<file path="config.mk">
export PLATFORM = sky130hd
export DESIGN_NAME = raw_track_format_scanner_core_flat
export DESIGN_NICKNAME = d
export VERILOG_FILES = /design/src/rtl/core/rtfs_pkg.sv /design/src/rtl/core/rtfs_ifs.sv /design/src/rtl/core/rtfs_cfg_regs.sv /design/src/rtl/core/rtfs_scan_engine.sv /design/src/rtl/core/raw_track_format_scanner_core.sv /design/src/flat_wrapper.sv
export SDC_FILE = /design/constraint.sdc
export NUM_CORES = 1
export LEC_CHECK = 0
export CAP_MARGIN = 10
export CORE_UTILIZATION = 30
export DETAILED_ROUTE_END_ITERATION = 10
export DONT_BUFFER_PORTS = 1
export PLACE_DENSITY = 0.53
export SLEW_MARGIN = 20
export SYNTH_ARGS = -nofsm -noshare
export SYNTH_HDL_FRONTEND = slang
export SYNTH_HIERARCHICAL = 1
export SYNTH_SLANG_ARGS = --single-unit
export TNS_END_PERCENT = 5
</file>
<file path="constraint.sdc">
create_clock -name clk -period 9 [get_ports clk]
set_input_delay 1.8 -clock clk [delete_from_list [all_inputs] [get_ports clk]]
set_output_delay 1.8 -clock clk [all_outputs]
set_load 0.01 [all_outputs]
</file>
<file path="src/rtl/core/rtfs_pkg.sv">
// ----------------------------------------------------------------------------
// rtfs_pkg
// Shared types, constants and helpers of the raw track format scanner.
// ----------------------------------------------------------------------------
package rtfs_pkg;

    // default width of byte positions inside the track image
    localparam int POSITION_BITS_DEFAULT = 16;

    // field widths of the channels
    localparam int BYTE_BITS      = 8;
    localparam int OUT_POS_BITS   = 16;
    localparam int SECT_LEN_BITS  = 11;
    localparam int COUNT_BITS     = 8;
    localparam int ID_BITS        = 9;
    localparam int CAP_STEP_BITS  = 3;
    localparam int CFG_INDEX_BITS = 2;

    // sector length is 128 shifted by the low two bits of the size code
    localparam logic [SECT_LEN_BITS-1:0] BASE_SECTOR_LEN = SECT_LEN_BITS'(128);
    localparam logic [BYTE_BITS-1:0]     SIZE_CODE_MASK  = 8'h03;

    // first track/side id before any id field was seen
    localparam logic [ID_BITS-1:0] ID_NONE = 9'h100;

    localparam logic [COUNT_BITS-1:0] COUNT_MAX = '1;

    // reset values of the mark codes
    localparam logic [BYTE_BITS-1:0] INDEX_MARK_RESET = 8'd252;
    localparam logic [BYTE_BITS-1:0] ID_MARK_RESET    = 8'd254;
    localparam logic [BYTE_BITS-1:0] DATA_MARK_RESET  = 8'd251;

    // configuration register indexes
    typedef enum logic [CFG_INDEX_BITS-1:0] {
        CFG_INDEX_MARK = 2'd0,
        CFG_ID_MARK    = 2'd1,
        CFG_DATA_MARK  = 2'd2
    } rtfs_cfg_index_t;

    // steps of the id field capture
    typedef enum logic [CAP_STEP_BITS-1:0] {
        CAP_IDLE   = 3'd0,
        CAP_TRACK  = 3'd1,
        CAP_SIDE   = 3'd2,
        CAP_SECTOR = 3'd3,
        CAP_SIZE   = 3'd4
    } rtfs_cap_step_t;

    // current mark codes handed from the register file to the engine
    typedef struct packed {
        logic [BYTE_BITS-1:0] index_mark;
        logic [BYTE_BITS-1:0] id_mark;
        logic [BYTE_BITS-1:0] data_mark;
    } rtfs_marks_t;

    // one layout result
    typedef struct packed {
        logic [OUT_POS_BITS-1:0]  track_length;
        logic [SECT_LEN_BITS-1:0] sector_length;
        logic [COUNT_BITS-1:0]    sector_count;
        logic [OUT_POS_BITS-1:0]  index_gap;
        logic [OUT_POS_BITS-1:0]  data_gap;
        logic                     recognized;
        logic                     track_mismatch;
        logic                     side_mismatch;
        logic                     length_mismatch;
        logic                     gap_mismatch;
        logic                     ended_by_index;
    } rtfs_result_t;

    // mismatch flag bits
    typedef struct packed {
        logic gap;
        logic length;
        logic side;
        logic track;
    } rtfs_flags_t;

    function automatic logic [SECT_LEN_BITS-1:0] sector_bytes(input logic [BYTE_BITS-1:0] code);
        logic [BYTE_BITS-1:0] sel;
        sel = code & SIZE_CODE_MASK;
        return BASE_SECTOR_LEN << sel[1:0];
    endfunction

endpackage

</file>
<file path="src/rtl/core/rtfs_ifs.sv">
// ----------------------------------------------------------------------------
// rtfs channel interfaces
// Valid/ready channels for track bytes, layout results and register writes.
// ----------------------------------------------------------------------------
interface rtfs_byte_if;
    logic                          valid;
    logic                          ready;
    logic [rtfs_pkg::BYTE_BITS-1:0] track_byte;
    logic                          first_byte;
    logic                          last_byte;

    modport source (output valid, output track_byte, output first_byte, output last_byte,
                    input ready);
    modport sink (input valid, input track_byte, input first_byte, input last_byte,
                  output ready);
endinterface

interface rtfs_layout_if;
    logic                               valid;
    logic                               ready;
    logic [rtfs_pkg::OUT_POS_BITS-1:0]  track_length;
    logic [rtfs_pkg::SECT_LEN_BITS-1:0] sector_length;
    logic [rtfs_pkg::COUNT_BITS-1:0]    sector_count;
    logic [rtfs_pkg::OUT_POS_BITS-1:0]  index_gap;
    logic [rtfs_pkg::OUT_POS_BITS-1:0]  data_gap;
    logic                               recognized;
    logic                               track_mismatch;
    logic                               side_mismatch;
    logic                               length_mismatch;
    logic                               gap_mismatch;
    logic                               ended_by_index;

    modport source (output valid, output track_length, output sector_length,
                    output sector_count, output index_gap, output data_gap,
                    output recognized, output track_mismatch, output side_mismatch,
                    output length_mismatch, output gap_mismatch, output ended_by_index,
                    input ready);
    modport sink (input valid, input track_length, input sector_length,
                  input sector_count, input index_gap, input data_gap,
                  input recognized, input track_mismatch, input side_mismatch,
                  input length_mismatch, input gap_mismatch, input ended_by_index,
                  output ready);
endinterface

interface rtfs_cfg_if;
    logic                                valid;
    logic                                ready;
    logic [rtfs_pkg::CFG_INDEX_BITS-1:0] index;
    logic [rtfs_pkg::BYTE_BITS-1:0]      data;

    modport source (output valid, output index, output data, input ready);
    modport sink (input valid, input index, input data, output ready);
endinterface

</file>
<file path="src/rtl/core/rtfs_cfg_regs.sv">
// ----------------------------------------------------------------------------
// rtfs_cfg_regs
// Mark code registers written through the configuration channel.
// ----------------------------------------------------------------------------
module rtfs_cfg_regs (
    input  logic                  clk,
    input  logic                  rst_n,
    rtfs_cfg_if.sink              cfg,
    output rtfs_pkg::rtfs_marks_t marks
);

    rtfs_pkg::rtfs_marks_t marks_reg;
    rtfs_pkg::rtfs_marks_t marks_next;

    assign cfg.ready = 1'b1;
    assign marks     = marks_reg;

    always_comb
    begin
        marks_next = marks_reg;
        if (cfg.valid)
        begin
            case (cfg.index)
                rtfs_pkg::CFG_INDEX_MARK: marks_next.index_mark = cfg.data;
                rtfs_pkg::CFG_ID_MARK:    marks_next.id_mark    = cfg.data;
                rtfs_pkg::CFG_DATA_MARK:  marks_next.data_mark  = cfg.data;
                default:                  marks_next            = marks_reg;
            endcase
        end
    end

    always_ff @(posedge clk or negedge rst_n)
    begin
        if (!rst_n)
        begin
            marks_reg.index_mark <= rtfs_pkg::INDEX_MARK_RESET;
            marks_reg.id_mark    <= rtfs_pkg::ID_MARK_RESET;
            marks_reg.data_mark  <= rtfs_pkg::DATA_MARK_RESET;
        end
        else
        begin
            marks_reg <= marks_next;
        end
    end

endmodule

</file>
<file path="src/rtl/core/rtfs_scan_engine.sv">
// ----------------------------------------------------------------------------
// rtfs_scan_engine
// Scan state and the per-byte update; flags a layout when the scan ends.
// ----------------------------------------------------------------------------
module rtfs_scan_engine #(
    parameter int POSITION_BITS = rtfs_pkg::POSITION_BITS_DEFAULT
) (
    input  logic                            clk,
    input  logic                            rst_n,
    input  logic                            step_en,
    input  logic [rtfs_pkg::BYTE_BITS-1:0]  track_byte,
    input  logic                            first_byte,
    input  logic                            last_byte,
    input  rtfs_pkg::rtfs_marks_t           marks,
    output logic                            emit,
    output rtfs_pkg::rtfs_result_t          result
);

    localparam int PB = POSITION_BITS;
    localparam int LB = rtfs_pkg::SECT_LEN_BITS;
    localparam int IB = rtfs_pkg::ID_BITS;
    localparam int CB = rtfs_pkg::COUNT_BITS;

    // state registers
    logic [PB-1:0] position_reg, first_index_pos_reg, index_gap_reg, data_gap_reg;
    logic [PB-1:0] sector_end_reg;
    logic          index_seen_reg, data_seen_reg, done_reg;
    logic [IB-1:0] track_id_reg, side_id_reg;
    logic [LB-1:0] sector_len_reg, skip_reg;
    logic [CB-1:0] sectors_reg;
    rtfs_pkg::rtfs_cap_step_t cap_reg;
    rtfs_pkg::rtfs_flags_t    flags_reg;

    // state as seen by this byte (cleared on first byte)
    logic [PB-1:0] cur_pos, cur_first_pos, cur_index_gap, cur_data_gap, cur_sector_end;
    logic          cur_index_seen, cur_data_seen, cur_done;
    logic [IB-1:0] cur_track, cur_side;
    logic [LB-1:0] cur_len, cur_skip;
    logic [CB-1:0] cur_sectors;
    rtfs_pkg::rtfs_cap_step_t cur_cap;
    rtfs_pkg::rtfs_flags_t    cur_flags;

    // next state
    logic [PB-1:0] position_next, first_index_pos_next, index_gap_next, data_gap_next;
    logic [PB-1:0] sector_end_next;
    logic          index_seen_next, data_seen_next, done_next;
    logic [IB-1:0] track_id_next, side_id_next;
    logic [LB-1:0] sector_len_next, skip_next;
    logic [CB-1:0] sectors_next;
    rtfs_pkg::rtfs_cap_step_t cap_next;
    rtfs_pkg::rtfs_flags_t    flags_next;

    logic [PB:0]   pos_sum, end_sum;
    logic [PB-1:0] pos_inc, end_sat, gap, trk_len;
    logic          is_idx, is_id, is_data, skipping, capture_en, by_index;
    logic [IB-1:0] byte_id;
    logic [LB-1:0] size_len;

    function automatic logic [rtfs_pkg::OUT_POS_BITS-1:0] sat16(input logic [PB-1:0] v);
        logic [PB-1:0] hi;
        hi = v >> rtfs_pkg::OUT_POS_BITS;
        return (hi != '0) ? '1 : rtfs_pkg::OUT_POS_BITS'(v);
    endfunction

    assign cur_pos        = first_byte ? '0 : position_reg;
    assign cur_first_pos  = first_byte ? '0 : first_index_pos_reg;
    assign cur_index_gap  = first_byte ? '0 : index_gap_reg;
    assign cur_data_gap   = first_byte ? '0 : data_gap_reg;
    assign cur_sector_end = first_byte ? '0 : sector_end_reg;
    assign cur_index_seen = first_byte ? 1'b0 : index_seen_reg;
    assign cur_data_seen  = first_byte ? 1'b0 : data_seen_reg;
    assign cur_done       = first_byte ? 1'b0 : done_reg;
    assign cur_track      = first_byte ? rtfs_pkg::ID_NONE : track_id_reg;
    assign cur_side       = first_byte ? rtfs_pkg::ID_NONE : side_id_reg;
    assign cur_len        = first_byte ? '0 : sector_len_reg;
    assign cur_skip       = first_byte ? '0 : skip_reg;
    assign cur_sectors    = first_byte ? '0 : sectors_reg;
    assign cur_cap        = first_byte ? rtfs_pkg::CAP_IDLE : cap_reg;
    assign cur_flags      = first_byte ? '0 : flags_reg;

    // mark decode with index over id over data
    assign is_idx  = (track_byte == marks.index_mark);
    assign is_id   = (track_byte == marks.id_mark) && !is_idx;
    assign is_data = (track_byte == marks.data_mark) && !is_idx && !is_id;

    assign skipping   = (cur_skip != '0);
    assign capture_en = (cur_cap != rtfs_pkg::CAP_IDLE) && (skipping || !is_id);
    assign byte_id    = IB'(track_byte);
    assign size_len   = rtfs_pkg::sector_bytes(track_byte);

    // saturating position increment
    assign pos_sum = {1'b0, cur_pos} + (PB+1)'(1);
    assign pos_inc = pos_sum[PB] ? '1 : pos_sum[PB-1:0];

    // end of the sector that a data mark opens, from the length after capture
    assign end_sum = {1'b0, cur_pos} + (PB+1)'(sector_len_next) + (PB+1)'(1);
    assign end_sat = end_sum[PB] ? '1 : end_sum[PB-1:0];
    assign gap     = (pos_inc >= cur_sector_end) ? (pos_inc - cur_sector_end) : '0;

    always_comb
    begin
        position_next        = cur_pos;
        first_index_pos_next = cur_first_pos;
        index_gap_next       = cur_index_gap;
        data_gap_next        = cur_data_gap;
        sector_end_next      = cur_sector_end;
        index_seen_next      = cur_index_seen;
        data_seen_next       = cur_data_seen;
        done_next            = cur_done;
        track_id_next        = cur_track;
        side_id_next         = cur_side;
        sector_len_next      = cur_len;
        skip_next            = cur_skip;
        sectors_next         = cur_sectors;
        cap_next             = cur_cap;
        flags_next           = cur_flags;
        emit                 = 1'b0;
        by_index             = 1'b0;
        trk_len              = '0;

        if (!cur_done)
        begin
            position_next = pos_inc;

            // pending id field
            if (capture_en)
            begin
                case (cur_cap)
                    rtfs_pkg::CAP_TRACK:
                    begin
                        if (cur_track == rtfs_pkg::ID_NONE)
                            track_id_next = byte_id;
                        else if (cur_track != byte_id)
                            flags_next.track = 1'b1;
                    end
                    rtfs_pkg::CAP_SIDE:
                    begin
                        if (cur_side == rtfs_pkg::ID_NONE)
                            side_id_next = byte_id;
                        else if (cur_side != byte_id)
                            flags_next.side = 1'b1;
                    end
                    rtfs_pkg::CAP_SIZE:
                    begin
                        if (cur_len != '0 && size_len != cur_len)
                            flags_next.length = 1'b1;
                        sector_len_next = size_len;
                    end
                    default:
                    begin
                    end
                endcase
                case (cur_cap)
                    rtfs_pkg::CAP_TRACK:  cap_next = rtfs_pkg::CAP_SIDE;
                    rtfs_pkg::CAP_SIDE:   cap_next = rtfs_pkg::CAP_SECTOR;
                    rtfs_pkg::CAP_SECTOR: cap_next = rtfs_pkg::CAP_SIZE;
                    default:              cap_next = rtfs_pkg::CAP_IDLE;
                endcase
            end

            if (skipping)
            begin
                skip_next = cur_skip - LB'(1);
            end
            else if (is_idx)
            begin
                if (!cur_index_seen)
                begin
                    index_seen_next      = 1'b1;
                    first_index_pos_next = cur_pos;
                end
                else
                begin
                    emit     = 1'b1;
                    by_index = 1'b1;
                    trk_len  = cur_pos - cur_first_pos;
                end
            end
            else if (is_id)
            begin
                cap_next = rtfs_pkg::CAP_TRACK;
            end
            else if (is_data)
            begin
                if (!cur_data_seen)
                begin
                    data_seen_next = 1'b1;
                    index_gap_next = pos_inc;
                end
                else if (cur_data_gap == '0)
                begin
                    data_gap_next = gap;
                end
                else if (cur_data_gap != gap)
                begin
                    flags_next.gap = 1'b1;
                end
                if (cur_sectors != rtfs_pkg::COUNT_MAX)
                    sectors_next = cur_sectors + CB'(1);
                skip_next       = sector_len_next;
                sector_end_next = end_sat;
            end

            if (last_byte)
                emit = 1'b1;
            if (emit)
                done_next = 1'b1;
        end
    end

    always_comb
    begin
        result.track_length    = sat16(trk_len);
        result.sector_length   = sector_len_next;
        result.sector_count    = sectors_next;
        result.index_gap       = sat16(index_gap_next);
        result.data_gap        = sat16(data_gap_next);
        result.recognized      = (trk_len != '0) && (sector_len_next != '0)
                                 && (data_gap_next != '0) && (sectors_next != '0)
                                 && (track_id_next == '0) && (side_id_next == '0);
        result.track_mismatch  = flags_next.track;
        result.side_mismatch   = flags_next.side;
        result.length_mismatch = flags_next.length;
        result.gap_mismatch    = flags_next.gap;
        result.ended_by_index  = by_index;
    end

    always_ff @(posedge clk or negedge rst_n)
    begin
        if (!rst_n)
        begin
            position_reg        <= '0;
            first_index_pos_reg <= '0;
            index_gap_reg       <= '0;
            data_gap_reg        <= '0;
            sector_end_reg      <= '0;
            index_seen_reg      <= 1'b0;
            data_seen_reg       <= 1'b0;
            done_reg            <= 1'b0;
            track_id_reg        <= rtfs_pkg::ID_NONE;
            side_id_reg         <= rtfs_pkg::ID_NONE;
            sector_len_reg      <= '0;
            skip_reg            <= '0;
            sectors_reg         <= '0;
            cap_reg             <= rtfs_pkg::CAP_IDLE;
            flags_reg           <= '0;
        end
        else if (step_en)
        begin
            position_reg        <= position_next;
            first_index_pos_reg <= first_index_pos_next;
            index_gap_reg       <= index_gap_next;
            data_gap_reg        <= data_gap_next;
            sector_end_reg      <= sector_end_next;
            index_seen_reg      <= index_seen_next;
            data_seen_reg       <= data_seen_next;
            done_reg            <= done_next;
            track_id_reg        <= track_id_next;
            side_id_reg         <= side_id_next;
            sector_len_reg      <= sector_len_next;
            skip_reg            <= skip_next;
            sectors_reg         <= sectors_next;
            cap_reg             <= cap_next;
            flags_reg           <= flags_next;
        end
    end

endmodule

</file>
<file path="src/rtl/core/raw_track_format_scanner_core.sv">
// ----------------------------------------------------------------------------
// raw_track_format_scanner_core
// Scans raw floppy track bytes and reports the track layout at scan end.
// ----------------------------------------------------------------------------
// path: the closing byte transaction enters the input register, then the
//   scan update loads the result register that drives the layout channel
// throughput: one byte per cycle from the combinational scan update; a layout
//   held by the sink stalls the byte channel until it is taken
// reset: rst_n clears the scan state and loads the default mark codes
//   (index 252, id 254, data 251); no clearing pass is needed
module raw_track_format_scanner_core #(
    parameter int POSITION_BITS = rtfs_pkg::POSITION_BITS_DEFAULT
) (
    input logic           clk,
    input logic           rst_n,
    rtfs_byte_if.sink     track,
    rtfs_layout_if.source layout,
    rtfs_cfg_if.sink      cfg
);

    // input register
    logic                           in_valid_reg;
    logic [rtfs_pkg::BYTE_BITS-1:0] in_byte_reg;
    logic                           in_first_reg;
    logic                           in_last_reg;

    // result register
    logic                   out_valid_reg;
    rtfs_pkg::rtfs_result_t out_result_reg;

    rtfs_pkg::rtfs_marks_t  marks;
    rtfs_pkg::rtfs_result_t result;
    logic                   emit;
    logic                   advance;

    // the held byte moves into the scan state whenever the result slot is
    // free or is being drained in this cycle
    assign advance     = in_valid_reg && (!out_valid_reg || layout.ready);
    assign track.ready = !in_valid_reg || advance;

    // mark code registers
    rtfs_cfg_regs u_cfg_regs (
        .clk   (clk),
        .rst_n (rst_n),
        .cfg   (cfg),
        .marks (marks)
    );

    // scan state and per-byte update
    rtfs_scan_engine #(
        .POSITION_BITS (POSITION_BITS)
    ) u_scan_engine (
        .clk        (clk),
        .rst_n      (rst_n),
        .step_en    (advance),
        .track_byte (in_byte_reg),
        .first_byte (in_first_reg),
        .last_byte  (in_last_reg),
        .marks      (marks),
        .emit       (emit),
        .result     (result)
    );

    // input register control
    always_ff @(posedge clk or negedge rst_n)
    begin
        if (!rst_n)
        begin
            in_valid_reg <= 1'b0;
        end
        else if (track.ready)
        begin
            in_valid_reg <= track.valid;
        end
    end

    // input payload, no reset needed
    always_ff @(posedge clk)
    begin
        if (track.valid && track.ready)
        begin
            in_byte_reg  <= track.track_byte;
            in_first_reg <= track.first_byte;
            in_last_reg  <= track.last_byte;
        end
    end

    // result register control: load on a finishing byte, drop when taken
    always_ff @(posedge clk or negedge rst_n)
    begin
        if (!rst_n)
        begin
            out_valid_reg <= 1'b0;
        end
        else if (advance && emit)
        begin
            out_valid_reg <= 1'b1;
        end
        else if (layout.ready)
        begin
            out_valid_reg <= 1'b0;
        end
    end

    always_ff @(posedge clk)
    begin
        if (advance && emit)
        begin
            out_result_reg <= result;
        end
    end

    // drive the layout channel
    assign layout.valid           = out_valid_reg;
    assign layout.track_length    = out_result_reg.track_length;
    assign layout.sector_length   = out_result_reg.sector_length;
    assign layout.sector_count    = out_result_reg.sector_count;
    assign layout.index_gap       = out_result_reg.index_gap;
    assign layout.data_gap        = out_result_reg.data_gap;
    assign layout.recognized      = out_result_reg.recognized;
    assign layout.track_mismatch  = out_result_reg.track_mismatch;
    assign layout.side_mismatch   = out_result_reg.side_mismatch;
    assign layout.length_mismatch = out_result_reg.length_mismatch;
    assign layout.gap_mismatch    = out_result_reg.gap_mismatch;
    assign layout.ended_by_index  = out_result_reg.ended_by_index;

endmodule

</file>
<file path="src/flat_wrapper.sv">
// flat-port wrapper written by rule: the top's interface ports become plain ports
module raw_track_format_scanner_core_flat 
#(
    parameter int POSITION_BITS = rtfs_pkg::POSITION_BITS_DEFAULT
)
  (clk, rst_n, track_valid, track_track_byte, track_first_byte, track_last_byte, track_ready, layout_valid, layout_track_length, layout_sector_length, layout_sector_count, layout_index_gap, layout_data_gap, layout_recognized, layout_track_mismatch, layout_side_mismatch, layout_length_mismatch, layout_gap_mismatch, layout_ended_by_index, layout_ready, cfg_valid, cfg_index, cfg_data, cfg_ready);
  rtfs_byte_if track_i ();
  rtfs_layout_if layout_i ();
  rtfs_cfg_if cfg_i ();
  input logic clk;
  input logic rst_n;
  input wire logic [$bits(track_i.valid)-1:0] track_valid;
  input wire logic [$bits(track_i.track_byte)-1:0] track_track_byte;
  input wire logic [$bits(track_i.first_byte)-1:0] track_first_byte;
  input wire logic [$bits(track_i.last_byte)-1:0] track_last_byte;
  output wire logic [$bits(track_i.ready)-1:0] track_ready;
  output wire logic [$bits(layout_i.valid)-1:0] layout_valid;
  output wire logic [$bits(layout_i.track_length)-1:0] layout_track_length;
  output wire logic [$bits(layout_i.sector_length)-1:0] layout_sector_length;
  output wire logic [$bits(layout_i.sector_count)-1:0] layout_sector_count;
  output wire logic [$bits(layout_i.index_gap)-1:0] layout_index_gap;
  output wire logic [$bits(layout_i.data_gap)-1:0] layout_data_gap;
  output wire logic [$bits(layout_i.recognized)-1:0] layout_recognized;
  output wire logic [$bits(layout_i.track_mismatch)-1:0] layout_track_mismatch;
  output wire logic [$bits(layout_i.side_mismatch)-1:0] layout_side_mismatch;
  output wire logic [$bits(layout_i.length_mismatch)-1:0] layout_length_mismatch;
  output wire logic [$bits(layout_i.gap_mismatch)-1:0] layout_gap_mismatch;
  output wire logic [$bits(layout_i.ended_by_index)-1:0] layout_ended_by_index;
  input wire logic [$bits(layout_i.ready)-1:0] layout_ready;
  input wire logic [$bits(cfg_i.valid)-1:0] cfg_valid;
  input wire logic [$bits(cfg_i.index)-1:0] cfg_index;
  input wire logic [$bits(cfg_i.data)-1:0] cfg_data;
  output wire logic [$bits(cfg_i.ready)-1:0] cfg_ready;
  assign track_i.valid = track_valid;
  assign track_i.track_byte = track_track_byte;
  assign track_i.first_byte = track_first_byte;
  assign track_i.last_byte = track_last_byte;
  assign track_ready = track_i.ready;
  assign layout_valid = layout_i.valid;
  assign layout_track_length = layout_i.track_length;
  assign layout_sector_length = layout_i.sector_length;
  assign layout_sector_count = layout_i.sector_count;
  assign layout_index_gap = layout_i.index_gap;
  assign layout_data_gap = layout_i.data_gap;
  assign layout_recognized = layout_i.recognized;
  assign layout_track_mismatch = layout_i.track_mismatch;
  assign layout_side_mismatch = layout_i.side_mismatch;
  assign layout_length_mismatch = layout_i.length_mismatch;
  assign layout_gap_mismatch = layout_i.gap_mismatch;
  assign layout_ended_by_index = layout_i.ended_by_index;
  assign layout_i.ready = layout_ready;
  assign cfg_i.valid = cfg_valid;
  assign cfg_i.index = cfg_index;
  assign cfg_i.data = cfg_data;
  assign cfg_ready = cfg_i.ready;
  raw_track_format_scanner_core #(.POSITION_BITS(POSITION_BITS)) u_core (.clk(clk), .rst_n(rst_n), .track(track_i), .layout(layout_i), .cfg(cfg_i));
endmodule
</file>
-- Word-level counts from Yosys, hierarchy flattened
Cells that the tools add are included.
- bits in registers: 247
- bits of input ports: 25
- output and inout port bits: 76
- word-level logic and storage cells: 205
- add/sub/neg operators: 7
- magnitude comparators: 1
- equal/unequal tests: 16
- shift-type cells: 1
- multiplexer cells: 108
- reductions and logical operators: 35
- operators with widths (cell ; number):
    $mux 16 ; 35
    $mux 11 ; 10
    $mux 9 ; 10
    $mux 8 ; 7
    $mux 1 ; 36
    $reduce_bool 11->1 ; 3
    $reduce_bool 16->1 ; 2
    $sub 16x16->16 ; 2
    $eq 8x8->1 ; 3
    $mux 3 ; 7
    $eq 9x9->1 const B ; 2
    $logic_not 9->1 ; 2
    $ne 9x8->1 ; 2
    $add 16x1->17 const B ; 1
    $add 16x11->17 ; 1
    $add 17x1->17 const B ; 1
    $ge 16x16->1 ; 1
    $logic_not 16->1 ; 1
    $ne 16x16->1 ; 1
    $logic_and 1x1->1 ; 13
    $ne 11x11->1 ; 1
    $shl 8x2->11 const A ; 1
    $sub 11x1->11 const B ; 1
    $pmux 3 s3 ; 1
    15 further kinds ; 24

-- Longest topological paths before layout
Gate-level depths: netlist (run 1).
- depth in word-level cells: 17
- mapped depth: 27
- mapped depth without buffers: 19

-- Modules after synthesis
The synthesis (run 1) kept the hierarchy.
- by module, submodules not included (module ; instances ; cells an instance ; area an instance (µm²) ; seq. area each (µm²)):
    rtfs_scan_engine ; 1 ; 1480 ; 11330.9 ; 3455.8
    raw_track_format_scanner_core ; 1 ; 93 ; 2601.2 ; 2542.4
    rtfs_cfg_regs ; 1 ; 53 ; 948.4 ; 625.6

-- Worst setup path after synthesis (run 1)
OpenSTA, ideal clock, no wires.
- kind: reg2reg
- from: register u_core.in_first_reg
- to: register u_core.out_result_reg (netlist bit u_core/layout.data_gap[0]) (enable)
- library setup time: 0.513 ns
- arrival: 6.405 ns
- data required time: 8.487 ns
- setup slack: 2.081 ns
- cell stages (with the launch flop): 19
- buffers on the path: 8
- period minus slack after synthesis: 6.919 ns
- cells stage by stage: edfxtp_1 -> buf_2 -> inv_1 -> clkbuf_1 -> buf_1 -> buf_1 -> clkbuf_1 -> buf_1 -> clkbuf_1 -> nand2_1 -> ha_1 -> o21ai_1 -> nor2_1 -> and3_1 -> clkbuf_1 -> a21oi_1 -> nor2_1 -> nand2_1 -> nor2b_1
- cells in the longest elaborated chain, start to end: 8
- elaborated cells on any way between the ends: 11
- classes of those cells: mux (9); reduce/logical (2)
- RTL lines (what ; line ; RTL):
    start: declaration ; raw_track_format_scanner_core.sv:24 ; logic in_first_reg;
    start signal: assignment ; raw_track_format_scanner_core.sv:83 ; in_first_reg <= track.first_byte;
    $mux 1 ; rtfs_scan_engine.sv:70 ; assign cur_index_seen = first_byte ? 1'b0 : index_seen_reg;
    $mux 1 ; rtfs_scan_engine.sv:167 ; if (!cur_index_seen)
    $mux 1 ; rtfs_scan_engine.sv:165 ; else if (is_idx)
    $mux 1 ; rtfs_scan_engine.sv:161 ; if (skipping)
    $mux 1 ; rtfs_scan_engine.sv:204 ; if (last_byte)
    $mux 1 ; rtfs_scan_engine.sv:121 ; if (!cur_done)
    $mux 1 (*) ; rtfs_scan_engine.sv:121 ;
    net u_core.emit ; raw_track_format_scanner_core.sv:33 ; logic emit;
    $logic_and 1x1->1 (*) ; raw_track_format_scanner_core.sv:107 ; if (advance && emit)
    end signal: assignment ; raw_track_format_scanner_core.sv:109 ; out_result_reg <= result;
    end: declaration ; raw_track_format_scanner_core.sv:29 ; rtfs_pkg::rtfs_result_t out_result_reg;
The timed path passes the listed nets; every way through them passes the cells marked *. The select of a mux whose other input is x is not followed.
A chain may end at the register's enable or synchronous reset.

==> reports/qor.txt, run 1 <==
outcome - completed
Synth Register Bits - 247
grt total ovfl - 0
Avg Cell Area, Syn - 9.152 µm²
vias in the first global route - 12260
period utilisation layout - 73.02%
via count - 12400
Post-CTS Setup Bufs - 0
Worst Setup End Kind - flip-flop
simple-gate share of the synthesized area - 19.10%
H-tree Lvls - 1
critical path type - flip-flop to flip-flop
RSZ-0062 raised after global routing - no
Mapped Cells - 1626
layout cells sized above 1 - 9.080%
Layout Cells excl Fill - 2272
VDD IR max - 0.1547 mV
Root Driver - clkbuf_16
IO buf count - 0
Design Area, Final - 0.01646 mm²
startpoint type of the worst setup path - flip-flop
initial antenna violation count - 0
area share of the leading cell type in the synthesized netlist - 23.88%
DIE WIDTH - 224.7 µm
largest net degree at the start of global routing - 165
Synth Area in XOR/XNOR - 5.003%
final setup vio count - 0
Layout area overhead - 10.62%
clock skew - 0.02232 ns
DP Area - 0.01551 mm²
max-slew violations - 0
Largest register FFs - 24
CTS sink count - 247
clock transition time at the flip-flop clock pins of the worst setup and hold paths - 0.06 ns
core area - 0.04895 mm²
critical path required time - 9.33 ns
DR DRC count - 0
Initial Utilization - 30.40%
HP Class - flip-flop to flip-flop
CP peak stage delay - 0.62 ns
CTS max path bufs - 3
Post-Synthesis Cell Area - 0.01488 mm²
Final nets - 1653
Hold WS - 0.4708 ns
Ant. Diodes - 0
Crit Path Max Fanout - 147
number of synthesis warnings - 6
Worst-Skew Late Latency - 0.59 ns
achievable frequency - 152.2 MHz
Synth cell types - 85
first-pass GRT wire length - 74130 µm
Synth Area in Compound Gates - 20.31%
First-pass DRT Iterations - 5
Slew HR - 29.63%
final WL - 47830 µm
Final min period - 6.572 ns
async set-reset flop share out of synthesis - 66.40%
Site Rows - 81
post-synthesis mux area share - 3.439%
syn nets - 1695
Vias/cell - 5.457
Post-Place Setup Slack - 2.592 ns
leakage power - 6.718 nW
total CTS buffers - 30
Post-DRT Antenna Nets - 0
gpl congestion - 0.8939
total power - 3.599 mW
sequential-to-total area share from yosys stat - 44.51%
pwr/cell area - 218.6 mW/mm²
largest family of logic cells by synthesized area - compound AO/OA/AOI/OAI gates
post-CTS resize count - 0
DP HPWL - 34280 µm
Iteration-0 DRC Markers - 1071
Worst Tran Pin Value - 1.044 ns
max capacitance violation total - 0
final worst setup slack - 2.428 ns
slowest CP cell - ha_1
WL per Instance - 21.05 µm
Total GRT Usage - 18.96%
CTS tree - done
ys flop type - dfrtp_1
Hold Vio Cnt, Final - 0
dominant cells by area after synthesis - dfrtp_1, edfxtp_1, nand2_1
Cells after DPL - 2216
setup TNS - 0 ns
Worst EP arrival - 6.91 ns
post-synthesis adder-cell area fraction - 3.750%
# IOs - 101
Hold Buf Count CTS - 0
Final Core Density - 33.63%
critical-path cell list - buf_12 > inv_2 > nand2_1 > nor2_1 > nand3_1 > nand2b_1 > o21ai_0 > ha_1 > nand2_1 > nor4_1 > o21bai_1 > nand3_1 > o311ai_0 > xnor2_1 > or4_1 > nor4b_1 > a41oi_1 > a22o_1
number of synthesized flops with an enable pin - 83
chip height - 224.7 µm
Die ar. - 0.05050 mm²
area leader, netlist - dfrtp_1
==> path summary, 6_finish.rpt <==
path	cells after the start	startpoint	endpoint	slack, ns
min in group asynchronous	0	rst_n	u_core/u_scan_engine/track_id_reg[0]$_DFFE_PN0P_	0.92
setup / recovery	18	u_core/in_first_reg$_DFFE_PP_	u_core/layout.gap_mismatch$_DFFE_PP_	2.43
setup reg to reg	18	u_core/in_first_reg$_DFFE_PP_	u_core/layout.gap_mismatch$_DFFE_PP_	2.43
hold / removal	2	u_core/u_scan_engine/sector_end_reg[6]$_DFFE_PN0P_	u_core/u_scan_engine/sector_end_reg[6]$_DFFE_PN0P_	0.47
hold reg to reg	2	u_core/u_scan_engine/sector_end_reg[6]$_DFFE_PN0P_	u_core/u_scan_engine/sector_end_reg[6]$_DFFE_PN0P_	0.47
max in group asynchronous	0	rst_n	u_core/u_scan_engine/index_gap_reg[1]$_DFFE_PN0P_	7.74
==> cells in the mapped netlist, types with 4 or more instances <==
master,count
nand2_1,222
nor2_1,147
dfrtp_1,142
o21ai_0,142
a21oi_1,87
edfxtp_1,83
clkbuf_1,67
inv_1,50
ha_1,43
xor2_1,43
xnor2_1,42
nand3_1,35
nor3_1,35
mux2_2,33
a22oi_1,29
nor2b_1,26
a22o_1,24
and2_1,23
a31oi_1,22
dfstp_2,22
nor4_1,21
a21o_1,17
and3_1,17
o22ai_1,16
mux2i_1,14
nand4_1,14
buf_1,13
a211oi_1,12
nand2b_1,11
o211ai_1,11
o31a_1,11
o21a_1,10
o31ai_1,10
or3_1,9
buf_4,6
or2_2,6
or4_1,6
o21bai_1,5
o2bb2ai_1,5
a211o_1,4
a32o_1,4
a41oi_1,4
nand4b_1,4
nor4bb_1,4
o32ai_1,4
==> power breakdown <==
group          total (mW)  switching [mW]  leakage (nW)  internal (mW)
combinational       0.960           0.581          3.31          0.379
sequential           1.45           0.153          2.94           1.30
clock                1.19           0.494         0.471          0.692
total                3.60            1.23          6.72           2.37
==> logic make-up after synthesis <==
group,Yosys count
flops,247
mux,47
buf+inv,142
other cells,1
fa+ha+maj,44
simple gates,597
xor+xnor,85
compound gates,463
==> layout by cell type (no fill, tap or decap), drive strengths merged, types with 22 or more instances in the layout <==
cell      n
a21oi    87
a22o     24
a22oi    29
a31oi    22
and2     23
clkbuf   47
dfrtp   142
dfstp    22
edfxtp   83
ha       43
inv      51
mux2     33
nand2   223
nand3    35
nor2    147
nor2b    26
nor3     36
nor4     24
o21ai   144
xnor2    42
xor2     43
==> metal layers <==
layer	part of all wire (%)	vias to the layer above	track usage [%]	wire length, µm
met5	0	-	0	0
met4	4.3	0	8.251	2044
met3	6.1	97	3.671	2925
met2	46	395	30.91	22220
met1	43	6055	24.37	20640
li1	-	5851	-	-
==> cell type report <==
| type | count | area, µm² |
|---|---|---|
| clock buffers | 47 | 875.8 |
| clock inverters | 9 | 75.07 |
| fillers | 5029 | 32490 |
| inverters | 51 | 191.4 |
| multi-input cells | 1237 | 7711 |
| flip-flops and latches | 247 | 6624 |
| well taps | 664 | 830.8 |
| repair buffers | 17 | 152.6 |
==> worst max-delay path: cells and delay by family (launching register included) <==
| kind | cells | cell delay [ns] |
|---|---|---|
| and+or+nand+nor | 9 | 2.70 |
| AOI/OAI and AO/OA | 5 | 1.48 |
| buffers and inverters | 2 | 0.86 |
| adders and majority gates | 1 | 0.62 |
| DFF | 1 | 0.37 |
| xor gates and xnor gates | 1 | 0.19 |
Note: power is estimated with default switching activity, not from simulation.
==> run 2, diff against run 1 <==
--- a/config.mk
+++ b/config.mk
@@ -5,11 +5,12 @@
 export SDC_FILE = /design/constraint.sdc
 export NUM_CORES = 1
 export LEC_CHECK = 0
+export ABC_AREA = 1
 export CAP_MARGIN = 10
 export CORE_UTILIZATION = 30
 export DETAILED_ROUTE_END_ITERATION = 10
 export DONT_BUFFER_PORTS = 1
-export PLACE_DENSITY = 0.53
+export PLACE_DENSITY = 0.54
 export SLEW_MARGIN = 20
 export SYNTH_ARGS = -nofsm -noshare
 export SYNTH_HDL_FRONTEND = slang
==> constraint.sdc (replaced) <==
create_clock -name clk -period 5.95 [get_ports clk]
set_input_delay 1.19 -clock clk [delete_from_list [all_inputs] [get_ports clk]]
set_output_delay 1.19 -clock clk [all_outputs]
set_load 0.01 [all_outputs]
==> run 2 against run 1 <==
  * The run now ends with design-rule violations left
  * Die area rose by 8.1%
  * Synthesized cell count up 35%
  * Sequential cell count stayed put
  * Critical path depth rose by 4
  * Clock skew decreased by 0.0051 ns
  * Global-route usage is 0.86 points lower
  * Synthesized area rose by 8.1%
  * Highest routed layer is now met5
  * Via count grew 16%
  * First-iteration DRC count increased by 2.1%
  * Clock power up 58%
  * Clock-buffer cell count down 10
==> reports/qor.txt, run 2 <==
outcome - complete, but fails checks
failing checks - design-rule violations
number of synthesized flops with an enable pin - 83 (unchanged)
max-slew violations - 0 (unchanged)
RR Endpoint - u_core/layout.gap_mismatch$_DFFE_PP_
largest net degree at the start of global routing - 165 (unchanged)
area share of the leading cell type in the synthesized netlist - 22.08% (-1.8 points)
count leader, synth - nand2_1
CTS max path bufs - 3 (unchanged)
sw power - 2.133 mW (+74%)
combinational share of power - 30.0% (+3.3 points)
Synth cell types - 59 (-31%)
sequential-to-total area share from yosys stat - 41.16% (-3.4 points)
Site Rows - 84 (+3.7%)
via count - 14330 (+16%)
DP HPWL - 35490 µm (+3.5%)
Root Driver - clkbuf_16
Filler Cell Count - 5684 (+13%)
startpoint type of the worst setup path - flip-flop
Post-Synthesis Cell Area - 0.01609 mm² (+8.1%)
Ant. Diodes - 0 (unchanged)
number of synthesis warnings - 6 (unchanged)
clock transition time at the flip-flop clock pins of the worst setup and hold paths - 0.06 ns (about the same)
VDD IR max - 0.2133 mV (+38%)
Layout area overhead - 10.16%
Iteration-0 DRC Markers - 1093 (+2.1%)
Largest register FFs - 24 (unchanged)
RSZ-0062 raised after global routing - no
achievable frequency - 189.2 MHz (+24%)
FF-to-FF Start - u_core/in_first_reg$_DFFE_PP_
Vias/cell - 4.965 (-9.0%)
async set-reset flop share out of synthesis - 66.40% (unchanged)
total CTS buffers - 31 (+3.3%)
commonest non-fill, non-tap cell in the layout - nand2_1
clock skew - 0.01721 ns (-0.005107 ns)
DR DRC count - 8 (+8)
Reg power frac - 37.6% (-2.8 points)
Avg Cell Area, Syn - 7.304 µm² (-20%)
Die ar. - 0.05457 mm² (+8.1%)
grt total ovfl - 0 (unchanged)
Initial Utilization - 30.50% (+0.10 points)
# IOs - 101 (unchanged)
Design Area, Final - 0.01773 mm² (+7.7%)
Worst Setup End Kind - flip-flop
Crit Path Max Fanout - 19 (-87%)
CTS tree - done
period utilisation layout - 88.83% (+16 points)
Final Core Density - 33.60% (about the same)
setup TNS - 0 ns (unchanged)
Commonest cells post-synth - nand2_1, inv_1, nor2_1, o21ai_0, dfrtp_1
leakage power - 8.405 nW (+25%)
final WL - 48990 µm (+2.4%)
First-pass DRT Iterations - 8 (+3)
WL per Instance - 16.98 µm (-19%)
Multi-input gate area - 0.007819 mm² (+1.4%)
CTS sink count - 247 (unchanged)
vias in the first global route - 13980 (+14%)
crit path launch - u_core/in_first_reg$_DFFE_PP_
layout cells sized above 1 - 7.689% (-1.4 points)
dominant cells by area after synthesis - dfrtp_1, edfxtp_1, nand2_1
H-tree Lvls - 1 (unchanged)
final setup vio count - 0 (unchanged)
Mapped Cells - 2203 (+35%)
critical path type - flip-flop to flip-flop
Slew HR - 31.31% (+1.7 points)
Top Metal Used - met5
DP Area - 0.01670 mm² (+7.7%)
CP Capture Point - u_core/layout.gap_mismatch$_DFFE_PP_
total power - 5.819 mW (+62%)
Worst-Skew Late Latency - 0.58 ns (about the same)
DIE WIDTH - 233.6 µm (+4.0%)
syn nets - 2272 (+34%)
most frequent cells in the layout - nand2_1, inv_1, nor2_1, o21ai_0, dfrtp_1
core area - 0.05276 mm² (+7.8%)
initial antenna violation count - 3 (+3)
area occupied by registers - 0.006624 mm² (unchanged)
area leader, netlist - dfrtp_1
Sw Ratio - 36.66% (+2.6 points)
ys flop type - dfrtp_1
max capacitance violation total - 0 (unchanged)
Clock power frac - 32.4% (-0.6 points)
chip height - 233.6 µm (+4.0%)
metal3 WL - 2677 µm (-8.5%)
Hold Vio Cnt, Final - 0 (unchanged)
Synth Register Bits - 247 (unchanged)
Post-DRT Antenna Nets - 0 (unchanged)
first-pass GRT wire length - 77700 µm (+4.8%)
Worst Tran Pin Value - 1.028 ns (-0.01663 ns)
critical path required time - 6.28 ns (-3.05 ns)
HP Class - input pin to asynchronous set/reset pin
P_int - 3.685 mW (+55%)
Final nets - 2243 (+36%)
gpl congestion - 0.9035 (+1.1%)
IO buf count - 0 (unchanged)
pwr/cell area - 328.2 mW/mm² (+50%)
R2R setup slack - 0.66 ns (-1.76 ns)
Final min period - 5.285 ns (-1.287 ns)
Hold WS - 0.3074 ns (-0.1634 ns)
post-CTS resize count - 0 (unchanged)
DR WL met2 - 22740 µm (+2.3%)
Total GRT Usage - 18.10% (-0.86 points)
Reg2Reg Depth - 22 (+4)
wl on met1 - 21670 µm (+5.0%)
Worst EP arrival - 5.62 ns (-1.29 ns)
==> run 2: metal layers <==
metal,GRT usage [%],vias to the layer above
met5,0,-
met4,6.636,4
met3,3.210,96
met2,30.09,403
met1,23.34,6691
li1,-,7134
==> run 2: through the flow <==
step	worst slack (ns)	std cells
3_3_place_gp	0.6591	2828
3_5_place_dp	0.4843	2828
5_1_grt	0.08692	2886
6_report	0.6647	2886
4_1_cts	0.4693	2885
2_1_floorplan	0.3265	2203
==> run 2: cell type report <==
| cell class | instances | share of cell area (%) |
|---|---|---|
| timing repair buffer | 25 | 1.129 |
| inverter | 324 | 6.875 |
| tap | 688 | 4.856 |
| clock buffer | 37 | 4.560 |
| multi-input combinational | 1545 | 44.11 |
| clock inverter | 20 | 1.108 |
| sequential | 247 | 37.37 |
==> run 2: kinds of logic after synthesis <==
family / count (synthesis) / synth area share, %
and+or+nand+nor: 1066 / 28.58
buffers and inverters: 411 / 10.38
AOI/OAI and AO/OA: 381 / 13.50
DFF: 247 / 41.16
xor gates and xnor gates: 53 / 2.885
adders and majority gates: 44 / 3.468
other: 1 / 0.02330
==> run 2: power by group through the flow <==
stage	registers, mW	clock network, mW	logic, mW
after floorplan	2.17	0	1.34
after global placement	2.22	0	1.73
after detailed placement	2.22	0	1.73
after CTS	2.19	1.94	1.74
after global routing	2.22	2.01	2.00
final	2.19	1.88	1.75
==> run 2: worst max-delay path: stages, from the launching register on <==
cell and delay, ns:
edfxtp_1 0.41, buf_12 0.18, nor2_1 0.22, inv_1 0.19
nor3_2 0.40, nand4_1 0.53, nand2_1 0.37, inv_1 0.07
ha_1 0.23, fa_1 0.47, o21ai_0 0.46, nand2_1 0.10
nand2_1 0.12, nand2_1 0.07, nand3_2 0.30, inv_1 0.07
a21oi_1 0.21, or2_2 0.15, nand3_1 0.07, nor3_1 0.15
nand3_1 0.12, nand2_1 0.09, nand2_1 0.05
==> run 2: worst min path at each step <==
stage	start	endpoint	slack, ns
6_report	rst_n	u_core/u_scan_engine/data_gap_reg[3]$_DFFE_PN0P_	0.31
5_1_grt	rst_n	u_core/u_scan_engine/sectors_reg[3]$_DFFE_PN0P_	0.28
4_1_cts	rst_n	u_core/u_scan_engine/data_gap_reg[3]$_DFFE_PN0P_	0.28
3_5_place_dp	u_core/u_cfg_regs/marks[7]$_DFFE_PN1P_	u_core/u_cfg_regs/marks[7]$_DFFE_PN1P_	0.46
3_3_place_gp	u_core/u_cfg_regs/marks[1]$_DFFE_PN1P_	u_core/u_cfg_regs/marks[1]$_DFFE_PN1P_	0.46
2_1_floorplan	u_core/u_scan_engine/sector_end_reg[0]$_DFFE_PN0P_	u_core/u_scan_engine/sector_end_reg[0]$_DFFE_PN0P_	0.45
==> run 2: repair_timing <==
item,4_1_cts,5_1_grt
setup buffers,0,1
setup endpoints to repair,0,3
hold buffers,0,0
endpoints found under the hold margin,0,0
